**config.mk**
```make
export PLATFORM = sky130hd
export DESIGN_NAME = key_to_escape_sequence_encoder_top
export DESIGN_NICKNAME = d
export VERILOG_FILES = /design/src/kte_pkg.sv /design/src/key_to_escape_sequence_encoder_top.sv /design/src/kte_front.sv /design/src/kte_fifo.sv /design/src/kte_back.sv
export SDC_FILE = /design/constraint.sdc
export NUM_CORES = 1
export LEC_CHECK = 0
export BUFFER_PORTS_ARGS = -buffer_cell sky130_fd_sc_hd__buf_4
export CAP_MARGIN = 10
export CORE_MARGIN = 5
export CORE_UTILIZATION = 55
export DETAILED_ROUTE_END_ITERATION = 8
export MAX_ROUTING_LAYER = met4
export PLACE_DENSITY = 0.73
export REMOVE_ABC_BUFFERS = 1
export SLEW_MARGIN = 20
export SYNTH_ARGS = -nofsm -noshare
export SYNTH_HDL_FRONTEND = slang
export SYNTH_HIERARCHICAL = 1
export SYNTH_SLANG_ARGS = --single-unit
```
**constraint.sdc**
```tcl
create_clock -name clk -period 5.4 [get_ports clk]
set_input_delay 0.27 -clock clk [delete_from_list [all_inputs] [get_ports clk]]
set_output_delay 0.27 -clock clk [all_outputs]
set_load 0.05 [all_outputs]
```
**src/kte_pkg.sv**
```systemverilog
// kte_pkg: shared types and constants for the key to escape sequence encoder.
// No dependencies; imported by every module of the block.
`timescale 1ns / 1ps

package kte_pkg;

  // Longest sequence emitted for one key (ESC [ 1 5 ~).
  localparam int SEQ_MAX   = 5;
  localparam int SEQ_LEN_W = $clog2(SEQ_MAX + 1);
  localparam int SEQ_IDX_W = $clog2(SEQ_MAX);

  // Depth of the queue between front and back.
  localparam int Q_DEPTH = 2;
  localparam int Q_PTR_W = (Q_DEPTH > 1) ? $clog2(Q_DEPTH) : 1;
  localparam int Q_CNT_W = $clog2(Q_DEPTH + 1);

  // Configuration register indexes.
  localparam logic CFG_CURSOR_APP_MODE = 1'b0;
  localparam logic CFG_LINK_ACTIVE     = 1'b1;

  // Modifier bits.
  localparam int MOD_RSHIFT = 0;
  localparam int MOD_LSHIFT = 1;
  localparam int MOD_CTRL   = 2;
  localparam int MOD_ALT    = 3;

  localparam logic [7:0] ESC_BYTE  = 8'h1b;
  localparam logic [7:0] DEL_BYTE  = 8'h7f;
  localparam logic [7:0] CR_BYTE   = 8'h0d;
  localparam logic [7:0] LF_BYTE   = 8'h0a;
  localparam logic [7:0] BS_BYTE   = 8'h08;
  localparam logic [7:0] CTRL_MASK = 8'h1f;

  // Scan codes.
  localparam logic [7:0] SCAN_TAB      = 8'd43;
  localparam logic [7:0] SCAN_UP       = 8'd82;
  localparam logic [7:0] SCAN_DOWN     = 8'd81;
  localparam logic [7:0] SCAN_RIGHT    = 8'd79;
  localparam logic [7:0] SCAN_LEFT     = 8'd80;
  localparam logic [7:0] SCAN_HOME     = 8'd74;
  localparam logic [7:0] SCAN_END      = 8'd77;
  localparam logic [7:0] SCAN_INSERT   = 8'd73;
  localparam logic [7:0] SCAN_DELETE   = 8'd76;
  localparam logic [7:0] SCAN_PAGEUP   = 8'd75;
  localparam logic [7:0] SCAN_PAGEDOWN = 8'd78;
  localparam logic [7:0] SCAN_F1       = 8'd58;
  localparam logic [7:0] SCAN_F2       = 8'd59;
  localparam logic [7:0] SCAN_F3       = 8'd60;
  localparam logic [7:0] SCAN_F4       = 8'd61;
  localparam logic [7:0] SCAN_F5       = 8'd62;
  localparam logic [7:0] SCAN_F6       = 8'd63;
  localparam logic [7:0] SCAN_F7       = 8'd64;
  localparam logic [7:0] SCAN_F8       = 8'd65;
  localparam logic [7:0] SCAN_F9       = 8'd66;
  localparam logic [7:0] SCAN_F10      = 8'd67;
  localparam logic [7:0] SCAN_F11      = 8'd68;
  localparam logic [7:0] SCAN_F12      = 8'd69;

  typedef struct packed {
    logic [15:0] key_code;
    logic [3:0]  modifier_flags;
  } kte_in_t;

  typedef struct packed {
    logic [7:0] out_byte;
    logic       last_byte;
  } kte_out_t;

  // One classified key: byte 0 goes out first.
  typedef struct packed {
    logic [SEQ_LEN_W-1:0]        seq_len;
    logic [SEQ_MAX-1:0][7:0]     seq_bytes;
  } kte_seq_t;

endpackage

```
**src/key_to_escape_sequence_encoder_top.sv**
```systemverilog
// Key to escape sequence encoder: VT100-style terminal byte sequences from key events.
// Depends on kte_pkg, kte_front, kte_fifo and kte_back.
`timescale 1ns / 1ps

// Takes one key event per input transaction (scan code in key_code[15:8],
// character in key_code[7:0], modifier flags) and returns its terminal byte
// sequence, one byte per output transaction, with last_byte set on the final
// byte. Keys that produce nothing (link down, zero character with no special
// scan code) are absorbed and never show up on the output side. The front
// classifies a key in the cycle it is accepted and writes the whole sequence
// into a two-entry queue; the back loads the head into its sequence register
// and shifts out one byte per cycle while out_pop is held, taking the next
// sequence in the cycle the final byte is popped. A key's sequence (1 to 5
// bytes) is written into the queue, then loaded into the back's register,
// before its first byte appears. Input is taken every cycle while the queue
// has room, also while a result waits to be popped. Configuration (index 0:
// cursor_app_mode, reset 0; index 1: link_active, reset 1) takes effect on
// keys accepted after the write and is meant to be written while idle.

module key_to_escape_sequence_encoder_top import kte_pkg::*; (
  input  logic     clk,
  input  logic     rst_n,
  // input transactions
  input  logic     in_push,
  output logic     in_full,
  input  kte_in_t  in_data,
  // output transactions
  output logic     out_empty,
  input  logic     out_pop,
  output kte_out_t out_data,
  // configuration
  input  logic     cfg_we,
  input  logic     cfg_index,
  input  logic     cfg_wdata
);

  kte_seq_t seq_cls, q_head;
  logic     q_push, q_full, q_pop, q_empty;

  kte_front u_front (
    .clk       (clk),
    .rst_n     (rst_n),
    .cfg_we    (cfg_we),
    .cfg_index (cfg_index),
    .cfg_wdata (cfg_wdata),
    .key_in    (in_data),
    .seq_out   (seq_cls)
  );

  // Empty sequences are dropped at the door.
  assign in_full = q_full;
  assign q_push  = in_push && (seq_cls.seq_len != '0);

  kte_fifo u_fifo (
    .clk       (clk),
    .rst_n     (rst_n),
    .push      (q_push),
    .push_data (seq_cls),
    .full      (q_full),
    .pop       (q_pop),
    .head      (q_head),
    .empty     (q_empty)
  );

  kte_back u_back (
    .clk       (clk),
    .rst_n     (rst_n),
    .q_head    (q_head),
    .q_empty   (q_empty),
    .q_pop     (q_pop),
    .out_data  (out_data),
    .out_empty (out_empty),
    .out_pop   (out_pop)
  );

endmodule

```
**src/kte_front.sv**
```systemverilog
// kte_front: configuration registers and key classification into a byte sequence.
// Depends on kte_pkg.
`timescale 1ns / 1ps

module kte_front import kte_pkg::*; (
  input  logic     clk,
  input  logic     rst_n,
  input  logic     cfg_we,
  input  logic     cfg_index,
  input  logic     cfg_wdata,
  input  kte_in_t  key_in,
  output kte_seq_t seq_out
);

  logic cursor_app_r, cursor_app_nxt;
  logic link_active_r, link_active_nxt;

  always_comb begin
    cursor_app_nxt  = cursor_app_r;
    link_active_nxt = link_active_r;
    if (cfg_we) begin
      case (cfg_index)
        CFG_CURSOR_APP_MODE: cursor_app_nxt  = cfg_wdata;
        CFG_LINK_ACTIVE:     link_active_nxt = cfg_wdata;
        default: ;
      endcase
    end
  end

  always_ff @(posedge clk) begin
    if (!rst_n) begin
      cursor_app_r  <= 1'b0;
      link_active_r <= 1'b1;
    end else begin
      cursor_app_r  <= cursor_app_nxt;
      link_active_r <= link_active_nxt;
    end
  end

  function automatic kte_seq_t mk_seq(input logic [SEQ_LEN_W-1:0] len,
                                      input logic [7:0] b0, input logic [7:0] b1,
                                      input logic [7:0] b2, input logic [7:0] b3,
                                      input logic [7:0] b4);
    kte_seq_t s;
    s.seq_len      = len;
    s.seq_bytes[0] = b0;
    s.seq_bytes[1] = b1;
    s.seq_bytes[2] = b2;
    s.seq_bytes[3] = b3;
    s.seq_bytes[4] = b4;
    return s;
  endfunction

  logic [7:0] scan, ch, ch_map, csi_or_ss3;
  logic       shift, ctrl, alt;

  assign scan       = key_in.key_code[15:8];
  assign ch         = key_in.key_code[7:0];
  assign shift      = key_in.modifier_flags[MOD_RSHIFT] | key_in.modifier_flags[MOD_LSHIFT];
  assign ctrl       = key_in.modifier_flags[MOD_CTRL];
  assign alt        = key_in.modifier_flags[MOD_ALT];
  assign csi_or_ss3 = cursor_app_r ? "O" : "[";

  always_comb begin
    if (ch == BS_BYTE || ch == DEL_BYTE) begin
      ch_map = DEL_BYTE;
    end else if (ch == LF_BYTE || ch == CR_BYTE) begin
      ch_map = CR_BYTE;
    end else begin
      ch_map = ch;
    end
  end

  always_comb begin
    seq_out = '0;
    if (!link_active_r) begin
      seq_out = '0;
    end else if (scan == SCAN_TAB && shift) begin
      seq_out = mk_seq(3'd3, ESC_BYTE, "[", "Z", 8'h00, 8'h00);
    end else begin
      case (scan)
        SCAN_UP:       seq_out = mk_seq(3'd3, ESC_BYTE, csi_or_ss3, "A", 8'h00, 8'h00);
        SCAN_DOWN:     seq_out = mk_seq(3'd3, ESC_BYTE, csi_or_ss3, "B", 8'h00, 8'h00);
        SCAN_RIGHT:    seq_out = mk_seq(3'd3, ESC_BYTE, csi_or_ss3, "C", 8'h00, 8'h00);
        SCAN_LEFT:     seq_out = mk_seq(3'd3, ESC_BYTE, csi_or_ss3, "D", 8'h00, 8'h00);
        SCAN_HOME:     seq_out = mk_seq(3'd3, ESC_BYTE, "[", "H", 8'h00, 8'h00);
        SCAN_END:      seq_out = mk_seq(3'd3, ESC_BYTE, "[", "F", 8'h00, 8'h00);
        SCAN_INSERT:   seq_out = mk_seq(3'd4, ESC_BYTE, "[", "2", "~", 8'h00);
        SCAN_DELETE:   seq_out = mk_seq(3'd4, ESC_BYTE, "[", "3", "~", 8'h00);
        SCAN_PAGEUP:   seq_out = mk_seq(3'd4, ESC_BYTE, "[", "5", "~", 8'h00);
        SCAN_PAGEDOWN: seq_out = mk_seq(3'd4, ESC_BYTE, "[", "6", "~", 8'h00);
        SCAN_F1:       seq_out = mk_seq(3'd3, ESC_BYTE, "O", "P", 8'h00, 8'h00);
        SCAN_F2:       seq_out = mk_seq(3'd3, ESC_BYTE, "O", "Q", 8'h00, 8'h00);
        SCAN_F3:       seq_out = mk_seq(3'd3, ESC_BYTE, "O", "R", 8'h00, 8'h00);
        SCAN_F4:       seq_out = mk_seq(3'd3, ESC_BYTE, "O", "S", 8'h00, 8'h00);
        SCAN_F5:       seq_out = mk_seq(3'd5, ESC_BYTE, "[", "1", "5", "~");
        SCAN_F6:       seq_out = mk_seq(3'd5, ESC_BYTE, "[", "1", "7", "~");
        SCAN_F7:       seq_out = mk_seq(3'd5, ESC_BYTE, "[", "1", "8", "~");
        SCAN_F8:       seq_out = mk_seq(3'd5, ESC_BYTE, "[", "1", "9", "~");
        SCAN_F9:       seq_out = mk_seq(3'd5, ESC_BYTE, "[", "2", "0", "~");
        SCAN_F10:      seq_out = mk_seq(3'd5, ESC_BYTE, "[", "2", "1", "~");
        SCAN_F11:      seq_out = mk_seq(3'd5, ESC_BYTE, "[", "2", "3", "~");
        SCAN_F12:      seq_out = mk_seq(3'd5, ESC_BYTE, "[", "2", "4", "~");
        default: begin
          if (ch == 8'h00) begin
            seq_out = '0;
          end else if (ctrl && ch inside {[8'd64:8'd127]}) begin
            seq_out = mk_seq(3'd1, ch & CTRL_MASK, 8'h00, 8'h00, 8'h00, 8'h00);
          end else if (alt) begin
            seq_out = mk_seq(3'd2, ESC_BYTE, ch_map, 8'h00, 8'h00, 8'h00);
          end else begin
            seq_out = mk_seq(3'd1, ch_map, 8'h00, 8'h00, 8'h00, 8'h00);
          end
        end
      endcase
    end
  end

endmodule

```
**src/kte_fifo.sv**
```systemverilog
// kte_fifo: short register queue of classified sequences between front and back.
// Depends on kte_pkg.
`timescale 1ns / 1ps

module kte_fifo import kte_pkg::*; (
  input  logic     clk,
  input  logic     rst_n,
  input  logic     push,
  input  kte_seq_t push_data,
  output logic     full,
  input  logic     pop,
  output kte_seq_t head,
  output logic     empty
);

  kte_seq_t             mem_r [Q_DEPTH];
  logic [Q_PTR_W-1:0]   wr_ptr_r, wr_ptr_nxt, rd_ptr_r, rd_ptr_nxt;
  logic [Q_CNT_W-1:0]   cnt_r, cnt_nxt;
  logic                 do_push, do_pop;

  assign full    = (cnt_r == Q_CNT_W'(Q_DEPTH));
  assign empty   = (cnt_r == '0);
  assign do_push = push && !full;
  assign do_pop  = pop && !empty;
  assign head    = mem_r[rd_ptr_r];

  always_comb begin
    wr_ptr_nxt = wr_ptr_r;
    rd_ptr_nxt = rd_ptr_r;
    cnt_nxt    = cnt_r;
    if (do_push) begin
      wr_ptr_nxt = (wr_ptr_r == Q_PTR_W'(Q_DEPTH - 1)) ? '0 : wr_ptr_r + 1'b1;
    end
    if (do_pop) begin
      rd_ptr_nxt = (rd_ptr_r == Q_PTR_W'(Q_DEPTH - 1)) ? '0 : rd_ptr_r + 1'b1;
    end
    if (do_push && !do_pop) begin
      cnt_nxt = cnt_r + 1'b1;
    end else if (do_pop && !do_push) begin
      cnt_nxt = cnt_r - 1'b1;
    end
  end

  always_ff @(posedge clk) begin
    if (!rst_n) begin
      wr_ptr_r <= '0;
      rd_ptr_r <= '0;
      cnt_r    <= '0;
    end else begin
      wr_ptr_r <= wr_ptr_nxt;
      rd_ptr_r <= rd_ptr_nxt;
      cnt_r    <= cnt_nxt;
    end
  end

  always_ff @(posedge clk) begin
    if (do_push) begin
      mem_r[wr_ptr_r] <= push_data;
    end
  end

endmodule

```
**src/kte_back.sv**
```systemverilog
// kte_back: serializes one queued sequence into bytes, one per output transaction.
// Depends on kte_pkg.
`timescale 1ns / 1ps

module kte_back import kte_pkg::*; (
  input  logic     clk,
  input  logic     rst_n,
  input  kte_seq_t q_head,
  input  logic     q_empty,
  output logic     q_pop,
  output kte_out_t out_data,
  output logic     out_empty,
  input  logic     out_pop
);

  kte_seq_t             cur_r, cur_nxt;
  logic [SEQ_IDX_W-1:0] idx_r, idx_nxt;
  logic                 vld_r, vld_nxt;
  logic                 is_last, load;

  assign is_last            = (SEQ_LEN_W'(idx_r) == cur_r.seq_len - 1'b1);
  assign out_empty          = !vld_r;
  assign out_data.out_byte  = cur_r.seq_bytes[idx_r];
  assign out_data.last_byte = is_last;

  // Take a new sequence when idle or when the final byte leaves this cycle.
  assign load  = !vld_r || (out_pop && is_last);
  assign q_pop = load && !q_empty;

  always_comb begin
    cur_nxt = cur_r;
    idx_nxt = idx_r;
    vld_nxt = vld_r;
    if (load) begin
      vld_nxt = !q_empty;
      cur_nxt = q_head;
      idx_nxt = '0;
    end else if (out_pop) begin
      idx_nxt = idx_r + 1'b1;
    end
  end

  always_ff @(posedge clk) begin
    if (!rst_n) begin
      vld_r <= 1'b0;
      idx_r <= '0;
    end else begin
      vld_r <= vld_nxt;
      idx_r <= idx_nxt;
    end
  end

  always_ff @(posedge clk) begin
    cur_r <= cur_nxt;
  end

endmodule

```
Yosys cells after proc, flatten, opt, wreduce, memory -nomap -nowiden
Memory sizes are Yosys's and may differ from the RTL's. A register that Yosys moved wholly into a read port is not among the register bits.
Index checks and enable logic that the tools add are counted.
{"block": "totals", "reg_bits": 10, "ramBits": 86, "input_bits": 27, "memories": 1}
{"memory": "u_fifo.mem_r", "depth": 2, "width": 43, "rd": 1, "rd_clocked_by_memory_dff": 1, "wr": 1, "line_no": "kte_fifo.sv:16", "text": "kte_seq_t mem_r [Q_DEPTH];"}
{"block": "classes", "addsub": 6, "magnitude_cmp": 3, "n_eq_ne": 29, "mux": 17, "n_bitwise": 3, "n_reduce_logical": 25}
{"op": "43-bit one-hot mux with 22 select lines", "n": 1}
{"op": "43-bit two-way mux", "n": 4}
{"op": "8-bit by 7-bit == test with 1-bit output, second input constant", "n": 17}
{"op": "8-bit by 6-bit == test with 1-bit output, second input constant", "n": 7}
{"op": "42-bit two-way mux", "n": 1}
{"op": "8-bit binary-select mux with 3-bit select", "n": 1}
{"op": "8-bit by 4-bit == test with 1-bit output, second input constant", "n": 3}
{"op": "8-bit two-way mux", "n": 3}
{"op": "1-bit logical AND", "n": 10}
{"op": "8-bit by 7-bit >= comparator with 1-bit output, second input constant", "n": 1}
{"op": "8-bit by 7-bit less-or-equal comparator with 1-bit output, second input constant", "n": 1}
{"op": "8-bit zero test", "n": 1}
{"op": "1-bit zero test", "n": 5}
{"op": "5-bit two-way mux", "n": 1}
{"op": "3-bit by 4-bit less-than comparator with 1-bit output, second input constant", "n": 1}
{"op": "1-bit two-way mux", "n": 4}
{"op": "2-bit two-way mux", "n": 2}
{"op": "2-bit AND reduction", "n": 2}
{"op": "3-bit by 1-bit adder with 3-bit output, second input constant", "n": 1}
{"op": "3-bit == test", "n": 1}
{"op": "1-bit logical OR", "n": 3}
{"op": "3-bit nonzero test", "n": 1}
{"op": "3-bit by 1-bit subtractor with 3-bit output, second input constant", "n": 1}
{"op": "1-bit adder, second input constant", "n": 2}
{"op": "8 further kinds", "n": 9}

Logic depth before layout (Yosys ltp)
Gate-level depths: netlist of the first run.
{"block": "depth", "depth_word": 17, "ltp_mapped": 14, "ltp_nobuf": 12}

By module
Netlist of the first run, hierarchy kept.
{"mod": "kte_fifo", "n_inst": 1, "cells_each": 159, "area_per_inst_um2": 3335.7}
{"mod": "kte_back", "n_inst": 1, "cells_each": 109, "area_per_inst_um2": 1884.3}
{"mod": "kte_front", "n_inst": 1, "cells_each": 182, "area_per_inst_um2": 1257.5}
{"mod": "key_to_escape_sequence_encoder_top", "n_inst": 1, "cells_each": 1, "area_per_inst_um2": 8.8}

Least setup slack after synthesis of the first run
No wires, ideal clock.
{"block": "synth_path", "kind": "input to register", "start": "input port in_data[13] in the netlist's numbering", "end": "memory u_fifo/mem_r[0][0] in the netlist's numbering, enable pin", "setup_time_ps": 437, "arrival_ps": 3745, "required_time_ps": 4963, "setup_slack_ps": 1218, "cell_stages": 10, "path_buffers": 2, "cell_sequence": "clkbuf_1 -> nand2_1 -> a32oi_2 -> o221ai_4 -> or2_0 -> buf_2 -> o31ai_1 -> o31a_1 -> inv_1 -> nor3_2"}
{"item": "start, declared", "line_no": "key_to_escape_sequence_encoder_top.sv:26", "text": "input kte_in_t in_data,"}
{"item": "end, declared", "line_no": "kte_fifo.sv:16"}

==> results of run 1 <==
worst paths after layout:
path | from | endpoint | cells past startpoint
hold reg to reg | u_fifo/mem_r[0][38] | u_back/cur_r[38] | 1
setup / recovery | in_data[12] | u_fifo/mem_r[0][10] | 10
hold / removal | out_pop | u_back/idx_r[2] | 2
setup reg to reg | u_back/idx_r[0] | u_fifo/cnt_r[1] | 8
power groups by stage:
| stage | Clock [mW] | Sequential, mW | Combinational (mW) |
|---|---|---|---|
| 2_1_floorplan | 0 | 1.65 | 0.636 |
| 3_3_place_gp | 0 | 1.69 | 0.840 |
| 3_5_place_dp | 0 | 1.71 | 0.857 |
| 4_1_cts | 1.10 | 1.69 | 0.864 |
| 5_1_grt | 1.15 | 1.71 | 0.922 |
| 6_report | 1.08 | 1.68 | 0.855 |
state kept, by name (all words and copies together), names as in the netlist, named ones only:
signal	flops
u_fifo/rd_ptr_r	1
u_fifo/mem_r	86
u_fifo/cnt_r	2
u_front/cursor_app_r	1
u_back/idx_r	3
u_front/link_active_r	1
u_back/cur_r	43
u_fifo/wr_ptr_r	1
u_back/vld_r	1
through the flow:
stage | hold slack, ps | instances
2_1_floorplan | 342 | 420
3_3_place_gp | 490 | 603
3_5_place_dp | 500 | 603
4_1_cts | 69.6 | 634
5_1_grt | 89.9 | 634
6_report | 75.7 | 634
synthesized netlist by cell type (all sizes together) (3+ instances only):
library cell / count / share of area (%)
dfxtp: 11 / 3.4
a21boi: 3 / 0.35
o21ai: 23 / 1.8
mux4: 8 / 2.8
nor3b: 3 / 0.42
nand3: 8 / 0.62
nor2: 20 / 1.2
nand2: 25 / 1.4
o21bai: 3 / 0.52
or3: 4 / 0.39
o311ai: 3 / 0.41
a21oi: 12 / 0.93
ha: 3 / 0.58
nor4b: 4 / 0.87
nand4: 3 / 0.29
inv: 18 / 1.0
o31ai: 6 / 1.1
nand2b: 6 / 0.58
xnor2: 5 / 0.68
and2: 5 / 0.48
mux2: 44 / 7.6
nor2b: 9 / 0.87
nand3b: 3 / 0.35
buf: 25 / 2.6
nor3: 10 / 1.1
clkbuf: 9 / 0.54
nor4: 4 / 0.48
edfxtp: 129 / 60
o21a: 5 / 0.58
a31oi: 5 / 0.48
routing by layer:
metal	share of wire [%]	track usage [%]	vias to the layer above
li1	-	-	1771
met1	43	23.5	1829
met2	51	29.7	131
met3	4.6	4.06	15
met4	1.6	7.44	0
met5	0	-	-
area by class of cell:
type | instances | area [sq um] | area share (%)
well taps | 143 | 179 | 2.43
inverters | 18 | 67.6 | 0.919
clock buffers | 18 | 429 | 5.84
repair buffers | 40 | 300 | 4.08
multi-input cells | 262 | 2150 | 29.3
flip-flops and latches | 140 | 4100 | 55.7
clock inverters | 13 | 128 | 1.74
cell families after synthesis:
kind of cell / after synthesis / share of synthesized area, %
AO/OA/AOI/OAI: 78 / 9.55
XOR/XNOR: 8 / 1.31
adder cells (fa/ha/maj): 3 / 0.579
buffers and inverters: 52 / 4.19
flip-flops: 140 / 63.1
multiplexers: 53 / 10.6
other: 1 / 0.0578
AND/OR/NAND/NOR: 116 / 10.6
==> impl_metrics.toml, run 1 <==
[floorplan]
start_util_pct = 56.6
coreArea_sq_um = 11500
dieArea_sq_um = 14100
die_x_um = 119
io_pins = 38
fp.dieH_um = 119
num_rows = 39

[place]
io_buffers = 37
gp_congestion = 0.924
hpwl_mm = 8.03
place_area_sq_um = 6790
preCtsSetupSlack_ps = 1610

[sta]
fin_crit_ps = 3240
fmax_ghz = 0.308
worst_slew_pin_slew_ps = 1100
layout_setup_ws_ps = 2160
maxSlewViolCount = 0
finalClockSkew_ps = 24.1
setup_viol = 0
period_share_pct = 60.1
hold_viol = 0
tns_ps = 0
slew_headroom_pct = 26.4
rsz0062_at_grt = "false"

[logic_synthesis]
synthFlopType = "edfxtp_1"
ys_seq_area_share_pct = 63.1
synthCells = 451
synth_cell_type_count = 73
async_reset_ff_share_pct = 0
syn_area_sq_um = 6490
syn-mean-instance-area_sq_um = 14.4
synth_edf_count = 129
synth-seq-cells = 140
yosysWarnings = 6

[layout]
area_growth_pct = 13.4
final_common_cell = "edfxtp_1"
fill_cells = 798
layout-drive-gt1-share_pct = 29.5
layout.nets = 509
final_cell_area_sq_um = 7350
antenna_cells = 0
final_cell_mix = "129 x edfxtp_1, 44 x mux2_2, 40 x buf_4, 25 x nand2_1, 22 x o21ai_0"
finish.utilization_pct = 64.1

[grt]
antenna_found_initial = 0
grt_start_max_net_pins = 46
grt_use_total_pct = 18.7
grt_pass1_wl_mm = 20.0
grt_pass1_vias = 3827
overflow = 0

[outcome]
status = "finished clean"

[setup_path]
crit_required_ps = 5430
cpMaxStageDelayCell = "buf_4"
worst_path_largest_cell_delay_ps = 510
crit_family = "compound AO/OA/AOI/OAI gates"
critPathBufInv = 3
crit_type = "in2reg"
path_common_cell = "buf_4"
path_max_fanout = 36
worst_ep_arrival_time_ps = 3280
endpoint_kind = "register"
crit_chain = "buf_4 -> and4_1 -> a32oi_2 -> o221ai_4 -> or2_0 -> o31ai_1 -> o31a_1 -> inv_1 -> nor3_4 -> buf_4"
r2r_slack_ps = 2160
crit_path_start_kind = "primary input"

[route]
drtIter0Drc = 275
vias = 3746
vias_per_cell = 5.91
totalWireLength_mm = 12.3
ant_nets = 0
drc = 0
wl_per_cell_um = 19.4
firstDrtPassIters = 5

[pwr]
p_sw_share_pct = 29.2
p_switching_mw = 1.06
clockPowerShare_pct = 29.9
intPower_mw = 2.56
combPwrFrac_pct = 23.6
power_density_nw_per_um2 = 492
p_leak_nw = 2.54
power_mw = 3.62
ir_drop_mv = 0.345
seqPwrFrac_pct = 46.4

[flow_run]
cap_violations = 0

[clock_tree]
cts.path.max_buffers = 2
cts_tree = "yes"
postCtsSetupBuffers = 0
cts_max_level = 4
clk_latency_ps = 420
cts_resized = 0
root_buffer = "clkbuf_16"
cts_buffers = 17
hold_buffers = 0
cts.clk_slew.worst_paths_ps = 60
clock-sinks = 140

[min_path]
hold_class = "in2reg"
Power figures use the tool's default switching activity.
==> run 2: changes to the inputs <==
--- a/config.mk
+++ b/config.mk
@@ -11,7 +11,7 @@
 export CORE_UTILIZATION = 55
 export DETAILED_ROUTE_END_ITERATION = 8
 export MAX_ROUTING_LAYER = met4
-export PLACE_DENSITY = 0.73
+export PLACE_DENSITY = 0.76
 export REMOVE_ABC_BUFFERS = 1
 export SLEW_MARGIN = 20
 export SYNTH_ARGS = -nofsm -noshare
==> constraint.sdc (replaced) <==
create_clock -name clk -period 2.9 [get_ports clk]
set_input_delay 0.145 -clock clk [delete_from_list [all_inputs] [get_ports clk]]
set_output_delay 0.145 -clock clk [all_outputs]
set_load 0.05 [all_outputs]
==> impl_metrics.toml, run 2 (synthesized netlist as in run 1, its figures left out) <==
[outcome]
status = "finished clean"

[route]
totalWireLength_mm = 12.3
vias = 3819
firstDrtPassIters = 5
wl_per_cell_um = 18.6
drc = 0
ant_nets = 0
drtIter0Drc = 337
vias_per_cell = 5.75

[floorplan]
num_rows = 39
fp.dieH_um = 119
io_pins = 38
die_x_um = 119
dieArea_sq_um = 14100
start_util_pct = 56.6
coreArea_sq_um = 11500

[clock_tree]
cts_resized = 0
clock-sinks = 140
clk_latency_ps = 410
cts_max_level = 4
cts_tree = "yes"
root_buffer = "clkbuf_16"
cts.clk_slew.worst_paths_ps = 50
cts_buffers = 17
cts.path.max_buffers = 2

[setup_path]
path_max_fanout = 4
crit_path_start = "u_back/cur_r[40]"
crit_required_ps = 3240
worst_ep_arrival_time_ps = 2980
worst_path_largest_cell_delay_ps = 460
cpMaxStageDelayCell = "xor3_1"
endpoint_kind = "register"
path_common_cell = "ha_1"
critPathBufInv = 1
crit_family = "compound AO/OA/AOI/OAI gates"
crit_path_start_kind = "register"
crit_chain = "inv_1 -> ha_1 -> xor3_1 -> o41ai_4 -> and2b_1 -> o21ai_1 -> ha_1 -> or3_1 -> a21boi_1"
crit_type = "reg2reg"
reg2reg_from = "u_back/cur_r[40]"

[sta]
period_share_pct = 91.1
hold_viol = 0
hold_ws_ps = 109
maxSlewViolCount = 0
slew_headroom_pct = 59.7
finalClockSkew_ps = 9.66
setup_viol = 0
worst_slew_pin_slew_ps = 605
fmax_ghz = 0.379
rsz0062_at_grt = "false"
fin_crit_ps = 2640

[pwr]
ir_drop_mv = 0.597
power_mw = 6.66
power_density_nw_per_um2 = 879
p_leak_nw = 2.67

[place]
io_buffers = 37
gp_congestion = 0.896
place_area_sq_um = 7020
hpwl_mm = 8.31

[grt]
antenna_found_initial = 0
overflow = 0
grt_pass1_vias = 4106
grt_use_total_pct = 19.2
grt_pass1_wl_mm = 20.6
grt_start_max_net_pins = 45

[layout]
layout-drive-gt1-share_pct = 31.9
largest_reg_flops = 86
antenna_cells = 0
largest-register = "u_fifo/mem_r"
reg_top3 = "u_fifo/mem_r x86, u_back/cur_r x43, u_back/idx_r x3"
layout.nets = 539
finish.utilization_pct = 66.1
final_common_cell = "edfxtp_1"
final_cell_area_sq_um = 7580
area_growth_pct = 16.8
final_cell_mix = "129 x edfxtp_1, 63 x buf_4, 44 x mux2_2, 25 x nand2_1, 22 x o21ai_0"

[min_path]
min-delay-start = "cfg_index"
hold_class = "in2reg"

[flow_run]
cap_violations = 0
run 2: cell types whose count changed in the layout (fill, tap and decap cells not counted), sizes merged:
cell,previous run,this run
buf,40,66
dlygate4sd3,0,4
clkbuf,18,20
bufinv,2,1
clkinvlp,3,2
run 2: where the power goes:
part / total [mW] / switching [mW] / internal, mW
registers: 3.02 / 0.156 / 2.86
logic: 1.75 / 1.05 / 0.695
clock network: 1.89 / 0.743 / 1.15
total: 6.66 / 1.95 / 4.71
run 2: cell type report:
| type | instances | area, sq um |
|---|---|---|
| Sequential cell | 140 | 4100 |
| Multi-Input combinational cell | 262 | 2150 |
| Clock inverter | 11 | 78.8 |
| Clock buffer | 20 | 437 |
| Timing Repair Buffer | 70 | 573 |
| Inverter | 18 | 67.6 |
| Tap cell | 143 | 179 |
| Fill cell | 795 | 3890 |
run 2: worst min-delay path: stages:
cell	delay (ps)
buf_4	90
nor2b_1	40
mux2i_1	110
nor2b_1	90
run 2: worst paths after layout:
kind / slack [ps] / end / cells past startpoint
worst max-delay path: 260 / u_fifo/cnt_r[1] / 9
worst min-delay path: 110 / u_front/cursor_app_r / 4
worst max register to register: 260 / u_fifo/cnt_r[1] / 9
worst min register to register: 540 / u_front/cursor_app_r / 2
run 2: per-layer routing:
| metal | global-route usage (%) | vias to the layer above | wire length [um] | part of all wire [%] |
|---|---|---|---|---|
| li1 | - | 1827 | - | - |
| met2 | 31.3 | 99 | 6450 | 52 |
| met3 | 4.54 | 18 | 519 | 4.2 |
| met1 | 23.3 | 1875 | 5220 | 42 |
| met5 | - | - | 0 | 0 |
| met4 | 6.95 | 0 | 155 | 1.3 |
run 2: through the flow:
step / TNS (ps) / instances / worst slack [ps]
2_1_floorplan: -112090 / 420 / -1550
5_1_grt: 0 / 664 / 105
4_1_cts: 0 / 664 / 244
3_3_place_gp: 0 / 629 / 93.8
6_report: 0 / 664 / 259
3_5_place_dp: -31.5 / 629 / -31.5
run 2: what timing repair did:
| item | CTS | global route |
|---|---|---|
| buffers inserted | 0 | 0 |
| hold endpoints to repair | 3 | 0 |
| hold buffers | 4 | 0 |
